<file path="src/rtl/core/tlex_pkg.sv">
// ---------------------------------------------------------------------------
// tlex_pkg: shared types and constants of the token lexer stream
// Character codes, token kinds, result record and output queue sizing.
// ---------------------------------------------------------------------------
package tlex_pkg;

   localparam int CHAR_W         = 8;
   localparam int VALUE_W        = 63;
   localparam int LEN_W          = 12;
   localparam int TOTAL_W        = 32;
   localparam int MAX_SYMBOL_LEN = 2048;
   localparam int SYM_CNT_W      = $clog2(MAX_SYMBOL_LEN + 1);
   localparam int QUEUE_DEPTH    = 4;
   localparam int QCNT_W         = $clog2(QUEUE_DEPTH + 1);

   localparam logic [VALUE_W-1:0]   VALUE_MAX = {VALUE_W{1'b1}};
   localparam logic [TOTAL_W-1:0]   TOTAL_MAX = {TOTAL_W{1'b1}};
   localparam logic [SYM_CNT_W-1:0] SYM_MAX   = SYM_CNT_W'(MAX_SYMBOL_LEN);

   // character codes
   localparam logic [CHAR_W-1:0] CH_NUL     = 8'h00;
   localparam logic [CHAR_W-1:0] CH_TAB     = 8'h09;
   localparam logic [CHAR_W-1:0] CH_LF      = 8'h0A;
   localparam logic [CHAR_W-1:0] CH_SPACE   = 8'h20;
   localparam logic [CHAR_W-1:0] CH_ZERO    = 8'h30;
   localparam logic [CHAR_W-1:0] CH_ONE     = 8'h31;
   localparam logic [CHAR_W-1:0] CH_NINE    = 8'h39;
   localparam logic [CHAR_W-1:0] CH_UP_A    = 8'h41;
   localparam logic [CHAR_W-1:0] CH_UP_Z    = 8'h5A;
   localparam logic [CHAR_W-1:0] CH_OPEN    = 8'h5B;
   localparam logic [CHAR_W-1:0] CH_CLOSE   = 8'h5D;
   localparam logic [CHAR_W-1:0] CH_LOW_A   = 8'h61;
   localparam logic [CHAR_W-1:0] CH_LOW_Z   = 8'h7A;

   typedef enum logic [2:0] {
      KIND_INTEGER = 3'd0,
      KIND_OPEN    = 3'd1,
      KIND_CLOSE   = 3'd2,
      KIND_SYMCHAR = 3'd3,
      KIND_SYMEND  = 3'd4,
      KIND_ERROR   = 3'd5,
      KIND_DONE    = 3'd6
   } kind_type;

   typedef struct packed {
      kind_type              kind;
      logic [VALUE_W-1:0]    value;
      logic [LEN_W-1:0]      len;
      logic                  too_long;
      logic                  failed;
      logic                  last;
   } result_type;

   // up to two results per byte, already packed toward slot 0
   typedef struct packed {
      logic       push0;
      logic       push1;
      result_type res0;
      result_type res1;
   } push_type;

endpackage

</file>
<file path="src/rtl/core/token_lexer_stream_core.sv">
// ---------------------------------------------------------------------------
// token_lexer_stream_core: streaming lexer, one source byte per transaction
// Turns a byte stream into integer, bracket, symbol, error and done tokens.
// ---------------------------------------------------------------------------
// Each result is registered in the result queue before it is offered on rsp_.
// Throughput: one byte per cycle while req_stall is low; a byte that closes a token and starts
//   another yields two result transactions, which leave the queue one at a time.
// req_stall rises when the four-entry result queue cannot take two more.
// Reset (synchronous, active high): lexer idle, counters zero, queue empty,
//   req_stall held high while reset is asserted.
module token_lexer_stream_core (
   input  logic                          clock,
   input  logic                          reset,
   // byte input
   input  logic                          req_valid,
   output logic                          req_stall,
   input  logic [7:0]                    req_char_code,
   // token output
   output logic                          rsp_valid,
   input  logic                          rsp_stall,
   output logic [2:0]                    rsp_token_kind,
   output logic [62:0]                   rsp_value,
   output logic [11:0]                   rsp_symbol_length,
   output logic                          rsp_too_long,
   output logic                          rsp_failed,
   output logic                          rsp_last
);
   import tlex_pkg::*;

   logic       accept;
   logic       pop;
   logic       q_busy;
   push_type   push;
   result_type head;

   // a transaction on the input side is taken only with two queue slots free
   assign req_stall = reset || q_busy;
   assign accept    = req_valid && !req_stall;
   assign pop       = rsp_valid && !rsp_stall;

   // state update and token decision for the accepted byte
   tlex_engine u_engine (
      .clock     (clock),
      .reset     (reset),
      .accept    (accept),
      .char_code (req_char_code),
      .push      (push)
   );

   // results wait here; the queue decouples rsp_stall from byte intake
   tlex_queue u_queue (
      .clock      (clock),
      .reset      (reset),
      .push       (push),
      .pop        (pop),
      .busy       (q_busy),
      .head_valid (rsp_valid),
      .head       (head)
   );

   assign rsp_token_kind    = head.kind;
   assign rsp_value         = head.value;
   assign rsp_symbol_length = head.len;
   assign rsp_too_long      = head.too_long;
   assign rsp_failed        = head.failed;
   assign rsp_last          = head.last;

endmodule

</file>
<file path="src/rtl/core/tlex_engine.sv">
// ---------------------------------------------------------------------------
// tlex_engine: lexer state and per-byte token decision
// Classifies one byte, updates the lexer state, forms up to two results.
// ---------------------------------------------------------------------------
module tlex_engine (
   input  logic                          clock,
   input  logic                          reset,
   input  logic                          accept,
   input  logic [tlex_pkg::CHAR_W-1:0]   char_code,
   output tlex_pkg::push_type            push
);
   import tlex_pkg::*;

   typedef enum logic [3:0] {
      MODE_IDLE   = 4'b0001,
      MODE_NUMBER = 4'b0010,
      MODE_SYMBOL = 4'b0100,
      MODE_FAILED = 4'b1000
   } mode_type;

   mode_type               mode_ff,  mode_in, mode_eff;
   logic [VALUE_W-1:0]     acc_ff,   acc_in;
   logic [SYM_CNT_W-1:0]   cnt_ff,   cnt_in;
   logic [TOTAL_W-1:0]     total_ff, total_in, total_a;
   logic                   ovf_ff,   ovf_in;

   logic                   is_dig, is_let, is_space, is_lead;
   logic [VALUE_W+3:0]     acc_wide;
   logic                   handled;
   logic                   a_vld, b_vld;
   result_type             res_a, res_b;

   assign is_dig   = char_code inside {[CH_ZERO:CH_NINE]};
   assign is_lead  = char_code inside {[CH_ONE:CH_NINE]};
   assign is_let   = char_code inside {[CH_UP_A:CH_UP_Z], [CH_LOW_A:CH_LOW_Z]};
   assign is_space = char_code inside {CH_SPACE, CH_TAB, CH_LF};

   // acc*10 + digit; anything above 63 bits means saturation
   assign acc_wide = ({4'b0, acc_ff} << 3) + ({4'b0, acc_ff} << 1)
                   + {{VALUE_W{1'b0}}, char_code[3:0]};

   always_comb begin
      mode_in  = mode_ff;
      mode_eff = mode_ff;
      acc_in   = acc_ff;
      cnt_in   = cnt_ff;
      ovf_in   = ovf_ff;
      total_a  = total_ff;
      handled  = 1'b0;
      a_vld    = 1'b0;
      b_vld    = 1'b0;
      res_a    = '0;
      res_b    = '0;

      // first: continue or close a pending token
      case (mode_ff)
         MODE_NUMBER: begin
            if (is_dig) begin
               handled = 1'b1;
               if (acc_wide[VALUE_W+3:VALUE_W] != 4'b0) begin
                  acc_in = VALUE_MAX;
                  ovf_in = 1'b1;
               end else begin
                  acc_in = acc_wide[VALUE_W-1:0];
               end
            end else begin
               a_vld          = 1'b1;
               res_a.kind     = KIND_INTEGER;
               res_a.value    = acc_ff;
               res_a.too_long = ovf_ff;
               if (total_ff != TOTAL_MAX) total_a = total_ff + 1'b1;
               mode_eff = MODE_IDLE;
               acc_in   = '0;
               ovf_in   = 1'b0;
            end
         end
         MODE_SYMBOL: begin
            if (is_let || is_dig) begin
               handled     = 1'b1;
               a_vld       = 1'b1;
               res_a.kind  = KIND_SYMCHAR;
               res_a.value = VALUE_W'(char_code);
               if (cnt_ff >= SYM_MAX) begin
                  cnt_in = SYM_MAX;
                  ovf_in = 1'b1;
               end else begin
                  cnt_in = cnt_ff + 1'b1;
               end
            end else begin
               a_vld          = 1'b1;
               res_a.kind     = KIND_SYMEND;
               res_a.len      = LEN_W'(cnt_ff);
               res_a.too_long = ovf_ff;
               if (total_ff != TOTAL_MAX) total_a = total_ff + 1'b1;
               mode_eff = MODE_IDLE;
               cnt_in   = '0;
               ovf_in   = 1'b0;
            end
         end
         default: ;
      endcase

      mode_in  = mode_eff;
      total_in = total_a;

      // second: end of text, or the byte as seen from idle
      if (!handled) begin
         if (char_code == CH_NUL) begin
            b_vld        = 1'b1;
            res_b.kind   = KIND_DONE;
            res_b.value  = VALUE_W'(total_a);
            res_b.failed = (mode_eff == MODE_FAILED);
            mode_in      = MODE_IDLE;
            acc_in       = '0;
            cnt_in       = '0;
            total_in     = '0;
            ovf_in       = 1'b0;
         end else if (mode_eff == MODE_IDLE) begin
            if (is_space) begin
               // separator only
            end else if (is_lead) begin
               mode_in = MODE_NUMBER;
               acc_in  = VALUE_W'(char_code[3:0]);
               ovf_in  = 1'b0;
            end else if (char_code == CH_OPEN || char_code == CH_CLOSE) begin
               b_vld      = 1'b1;
               res_b.kind = (char_code == CH_OPEN) ? KIND_OPEN : KIND_CLOSE;
               if (total_a != TOTAL_MAX) total_in = total_a + 1'b1;
            end else if (is_let) begin
               b_vld       = 1'b1;
               res_b.kind  = KIND_SYMCHAR;
               res_b.value = VALUE_W'(char_code);
               mode_in     = MODE_SYMBOL;
               cnt_in      = SYM_CNT_W'(1);
               ovf_in      = 1'b0;
            end else begin
               b_vld       = 1'b1;
               res_b.kind  = KIND_ERROR;
               res_b.value = VALUE_W'(char_code);
               mode_in     = MODE_FAILED;
            end
         end
      end

      // pack toward slot 0 and mark the final one
      res_a.last = !b_vld;
      res_b.last = 1'b1;
      push.push0 = accept && (a_vld || b_vld);
      push.push1 = accept && a_vld && b_vld;
      push.res0  = a_vld ? res_a : res_b;
      push.res1  = res_b;
   end

   always_ff @(posedge clock) begin
      if (reset) begin
         mode_ff  <= MODE_IDLE;
         acc_ff   <= '0;
         cnt_ff   <= '0;
         total_ff <= '0;
         ovf_ff   <= 1'b0;
      end else if (accept) begin
         mode_ff  <= mode_in;
         acc_ff   <= acc_in;
         cnt_ff   <= cnt_in;
         total_ff <= total_in;
         ovf_ff   <= ovf_in;
      end
   end

endmodule

</file>
<file path="src/rtl/core/tlex_queue.sv">
// ---------------------------------------------------------------------------
// tlex_queue: result queue
// Shifting queue, two writes and one read per cycle; head sits in slot 0.
// ---------------------------------------------------------------------------
module tlex_queue (
   input  logic                 clock,
   input  logic                 reset,
   input  tlex_pkg::push_type   push,
   input  logic                 pop,
   output logic                 busy,
   output logic                 head_valid,
   output tlex_pkg::result_type head
);
   import tlex_pkg::*;

   result_type           q_ff [QUEUE_DEPTH];
   result_type           q_in [QUEUE_DEPTH];
   logic [QCNT_W-1:0]    cnt_ff, cnt_in, cnt_mid, cnt_mid1;

   always_comb begin
      q_in    = q_ff;
      cnt_mid = cnt_ff;
      if (pop) begin
         for (int i = 0; i < QUEUE_DEPTH - 1; i++) q_in[i] = q_ff[i + 1];
         cnt_mid = cnt_ff - 1'b1;
      end
      cnt_mid1 = cnt_mid + 1'b1;
      for (int i = 0; i < QUEUE_DEPTH; i++) begin
         if (push.push0 && cnt_mid == QCNT_W'(i)) q_in[i] = push.res0;
         if (push.push1 && cnt_mid1 == QCNT_W'(i)) q_in[i] = push.res1;
      end
      cnt_in = cnt_mid + {{(QCNT_W-1){1'b0}}, push.push0}
                       + {{(QCNT_W-1){1'b0}}, push.push1};
   end

   always_ff @(posedge clock) begin
      q_ff <= q_in;
   end

   always_ff @(posedge clock) begin
      if (reset) begin
         cnt_ff <= '0;
      end else begin
         cnt_ff <= cnt_in;
      end
   end

   // room for two more is required before a byte is taken
   assign busy       = cnt_ff > QCNT_W'(QUEUE_DEPTH - 2);
   assign head_valid = cnt_ff != '0;
   assign head       = q_ff[0];

endmodule

</file>
<file path="config.mk">
export PLATFORM = sky130hd
export DESIGN_NAME = token_lexer_stream_core
export DESIGN_NICKNAME = d
export VERILOG_FILES = /design/src/rtl/core/tlex_pkg.sv /design/src/rtl/core/token_lexer_stream_core.sv /design/src/rtl/core/tlex_engine.sv /design/src/rtl/core/tlex_queue.sv
export SDC_FILE = /design/constraint.sdc
export NUM_CORES = 1
export LEC_CHECK = 0
export BUFFER_PORTS_ARGS = -buffer_cell sky130_fd_sc_hd__buf_2
export CORE_UTILIZATION = 30
export CTS_CLUSTER_DIAMETER = 120
export DETAILED_ROUTE_END_ITERATION = 6
export PLACE_DENSITY = 0.47
export SYNTH_ARGS = -nofsm -noshare
export SYNTH_HDL_FRONTEND = slang
export SYNTH_SLANG_ARGS = --single-unit
</file>
<file path="constraint.sdc">
create_clock -name clock -period 13.6 [get_ports clock]
set_clock_uncertainty 0.2 [all_clocks]
set_input_delay 1.36 -clock clock [delete_from_list [all_inputs] [get_ports clock]]
set_output_delay 1.36 -clock clock [all_outputs]
set_load 0.03 [all_outputs]
</file>
==> impl_metrics.json <==
{
  "clkPwrFrac": 0.316,
  "track_usage": 0.196,
  "tightest_slew_ns": 1.07,
  "cts-buffers-inserted": 52,
  "rows": 110,
  "postRouteAntennaNets": 0,
  "start_util": 0.305,
  "vias": 23900,
  "routed_wl_um": 93500,
  "crit_type": "input port to flop",
  "path_clk_slew_ns": 0.07,
  "fmax_mhz": 166,
  "fill_cells": 9430,
  "maxCapViolations": 0,
  "slew_violations": 0,
  "grt_pass1_wl_um": 143000,
  "fp.dieW_um": 306,
  "cts_hold_buf": 0,
  "status": "finished, final reports clean",
  "cts_tree": "done",
  "coreArea_um2": 90700,
  "viasPerCell": 5.60,
  "powerDensity_nw_per_um2": 148,
  "crit_fanout": 22,
  "antenna_found_initial": 8,
  "ctsHtreeMaxLevel": 2,
  "internal-power_mw": 2.92,
  "gp_congestion": 0.926,
  "power_frac_seq": 0.422,
  "tns_ns": 0,
  "netlist_top_cells_area": "edfxtp_1 29%, dfxtp_1 12%, ha_1 6.1%",
  "clock_latency_ns": 0.62,
  "dr.pass1.iters": 5,
  "syn_nets": 3306,
  "setup_ws_ns": 7.58,
  "yosysTopAreaCell": "edfxtp_1",
  "grt_max_degree": 77,
  "post_cts_buffers": 0,
  "drt-initial-drc-count": 2067,
  "dieArea_um2": 93400,
  "placedCellCount": 4177,
  "setup_viol": 0,
  "cts_sinks": 439,
  "nNetsFinal": 3204,
  "final_util": 0.334,
  "fin_area_um2": 30300,
  "synth-seq-area-share": 0.415,
  "layoutNonFillerInstCount": 4277,
  "startpoint_type": "input port",
  "worst-r2r-setup-slack_ns": 7.69,
  "netlist_instances": 3157,
  "syn_area_um2": 27700,
  "end_kind": "flop",
  "switching_power_mw": 1.56,
  "ios": 95,
  "dp_slack_ns": 7.03,
  "grt_pass1_vias": 22400,
  "synthDistinctLibCells": 101,
  "p_comb_frac": 0.262,
  "cp.required_ns": 13.91,
  "peakVddDrop_uv": 85.9,
  "yosysTopAreaCellShare": 0.291,
  "final-hold-violation-count": 0,
  "gr-total-overflow": 0,
  "ys_warn_count": 0,
  "fin_hold_ws_ns": 0.262,
  "synth_edf_count": 268,
  "rsz0062_at_grt": "no",
  "ys.flop_type": "edfxtp_1",
  "switching_share": 0.349,
  "arrival_ns": 6.33,
  "cts_resized": 0,
  "hold_class": "flop to flop",
  "async_reset_ff_frac": 0,
  "syn_avg_cell_area_um2": 8.76,
  "io_buffers": 94,
  "synth_seq_cells": 439,
  "area_growth_pct": 9.66,
  "period_minus_slack_ns": 6.02,
  "drive_gt1_frac": 0.0949,
  "place_area_um2": 28600,
  "die_y_um": 306,
  "p_leak_nw": 11.1,
  "drc_errors": 0,
  "cts_root_buffer": "clkbuf_16",
  "maxSlewHeadroom": 0.279,
  "clockBufferDepth": 3,
  "period_share": 0.443,
  "dp_hpwl_um": 64900,
  "wl_per_cell_um": 21.9,
  "power_mw": 4.49
}
[area by class of cell]
type / count / area [um2] / share of cell area
Multi-Input combinational cell: 2384 / 14700 / 0.486
Sequential cell: 439 / 11500 / 0.378
Tap cell: 1176 / 1470 / 0.0485
Clock buffer: 63 / 1350 / 0.0446
Timing Repair Buffer: 139 / 808 / 0.0266
Clock inverter: 34 / 340 / 0.0112
Inverter: 39 / 146 / 0.00483
Antenna cell: 3 / 7.51 / 0.000248
[registers in the layout, summed over array words and instances, names as in the netlist]
| signal | cells |
|---|---|
| u_engine.total_ff | 32 |
| u_engine.acc_ff | 63 |
| u_engine.mode_ff | 4 |
| u_queue.cnt_ff | 3 |
| u_queue.q_ff | 243 |
| u_engine.cnt_ff | 12 |
| u_queue.head | 81 |
| u_engine.ovf_ff | 1 |
[critical path, stage by stage]
cell and delay [ns]:
buf_2 0.19, or4_4 0.60, o221a_1 0.41, a21o_4 0.40
a21oi_4 0.36, xnor2_1 0.24, ha_1 0.32, and2_1 0.18
a41o_1 0.18, a211o_1 0.22, o21ai_0 0.11, nor4_1 0.32
nand4_1 0.49, buf_4 0.38, a21oi_1 0.22, o31ai_1 0.10
a21o_1 0.20
[worst paths after layout]
check                       start                   end  cells after the start
max              req_char_code[1]  u_engine.total_ff[0]                     17
min               u_queue.q_ff[5]       u_queue.q_ff[5]                      2
max reg2reg  u_engine.total_ff[1]  u_engine.total_ff[0]                     18
min reg2reg       u_queue.q_ff[5]       u_queue.q_ff[5]                      2
[layout by cell type, fill, tap and decap left out, drive strengths merged, types with 23 or more instances in the layout]
master and n:
a221o 51, o211ai 67, clkinv 23, buf 139, xor2 35, nand2 369
a21o 49, a31oi 26, a21oi 269, xnor2 67, nor3 59, clkbuf 63
ha 134, nor2 400, edfxtp 268, o21ai 205, a211oi 56, nand3 73
dfxtp 171, and3 62, nand4 36, inv 41, or3 25, nor4 25
o22ai 69
[cells in the mapped netlist (38+ instances only)]
cell      instances
nand2_1         368
ha_1            134
o22ai_1          69
dfxtp_1         171
buf_4            81
nor3_1           53
and3_1           62
clkbuf_1        169
inv_1            38
a211oi_1         53
nand3_1          73
a221o_1          51
o21ai_0         189
nor2_1          398
edfxtp_1        268
xnor2_1          67
o211ai_1         67
a21oi_1         267
a21o_1           48
[cells by family (layout without fill, tap and decap cells)]
group	Yosys count	count (layout)	share of synthesized area
flops	439	439	0.415
compound gates	962	962	0.226
xor+xnor	102	102	0.0323
mux	18	18	0.00660
simple gates	1165	1165	0.198
buf+inv	334	275	0.0591
other cells	0	3	0
fa+ha+maj	137	137	0.0628
[power groups by stage]
stage	Clock [mW]	Sequential, mW	Combinational [mW]
after floorplan	0	1.91	0.912
after detailed placement	0	1.92	1.18
after global placement	0	1.92	1.18
after global routing	1.51	1.92	1.29
after CTS	1.45	1.90	1.19
final	1.42	1.89	1.18
[metal layers]
metal | up-vias | wire length [um] | GRT usage
met5 | - | 11 | 0
met1 | 11700 | 44600 | 0.284
li1 | 11400 | - | -
met4 | 2 | 1550 | 0.0384
met2 | 683 | 42200 | 0.310
met3 | 106 | 5200 | 0.0248
Note: power is estimated with default switching activity, not from simulation.
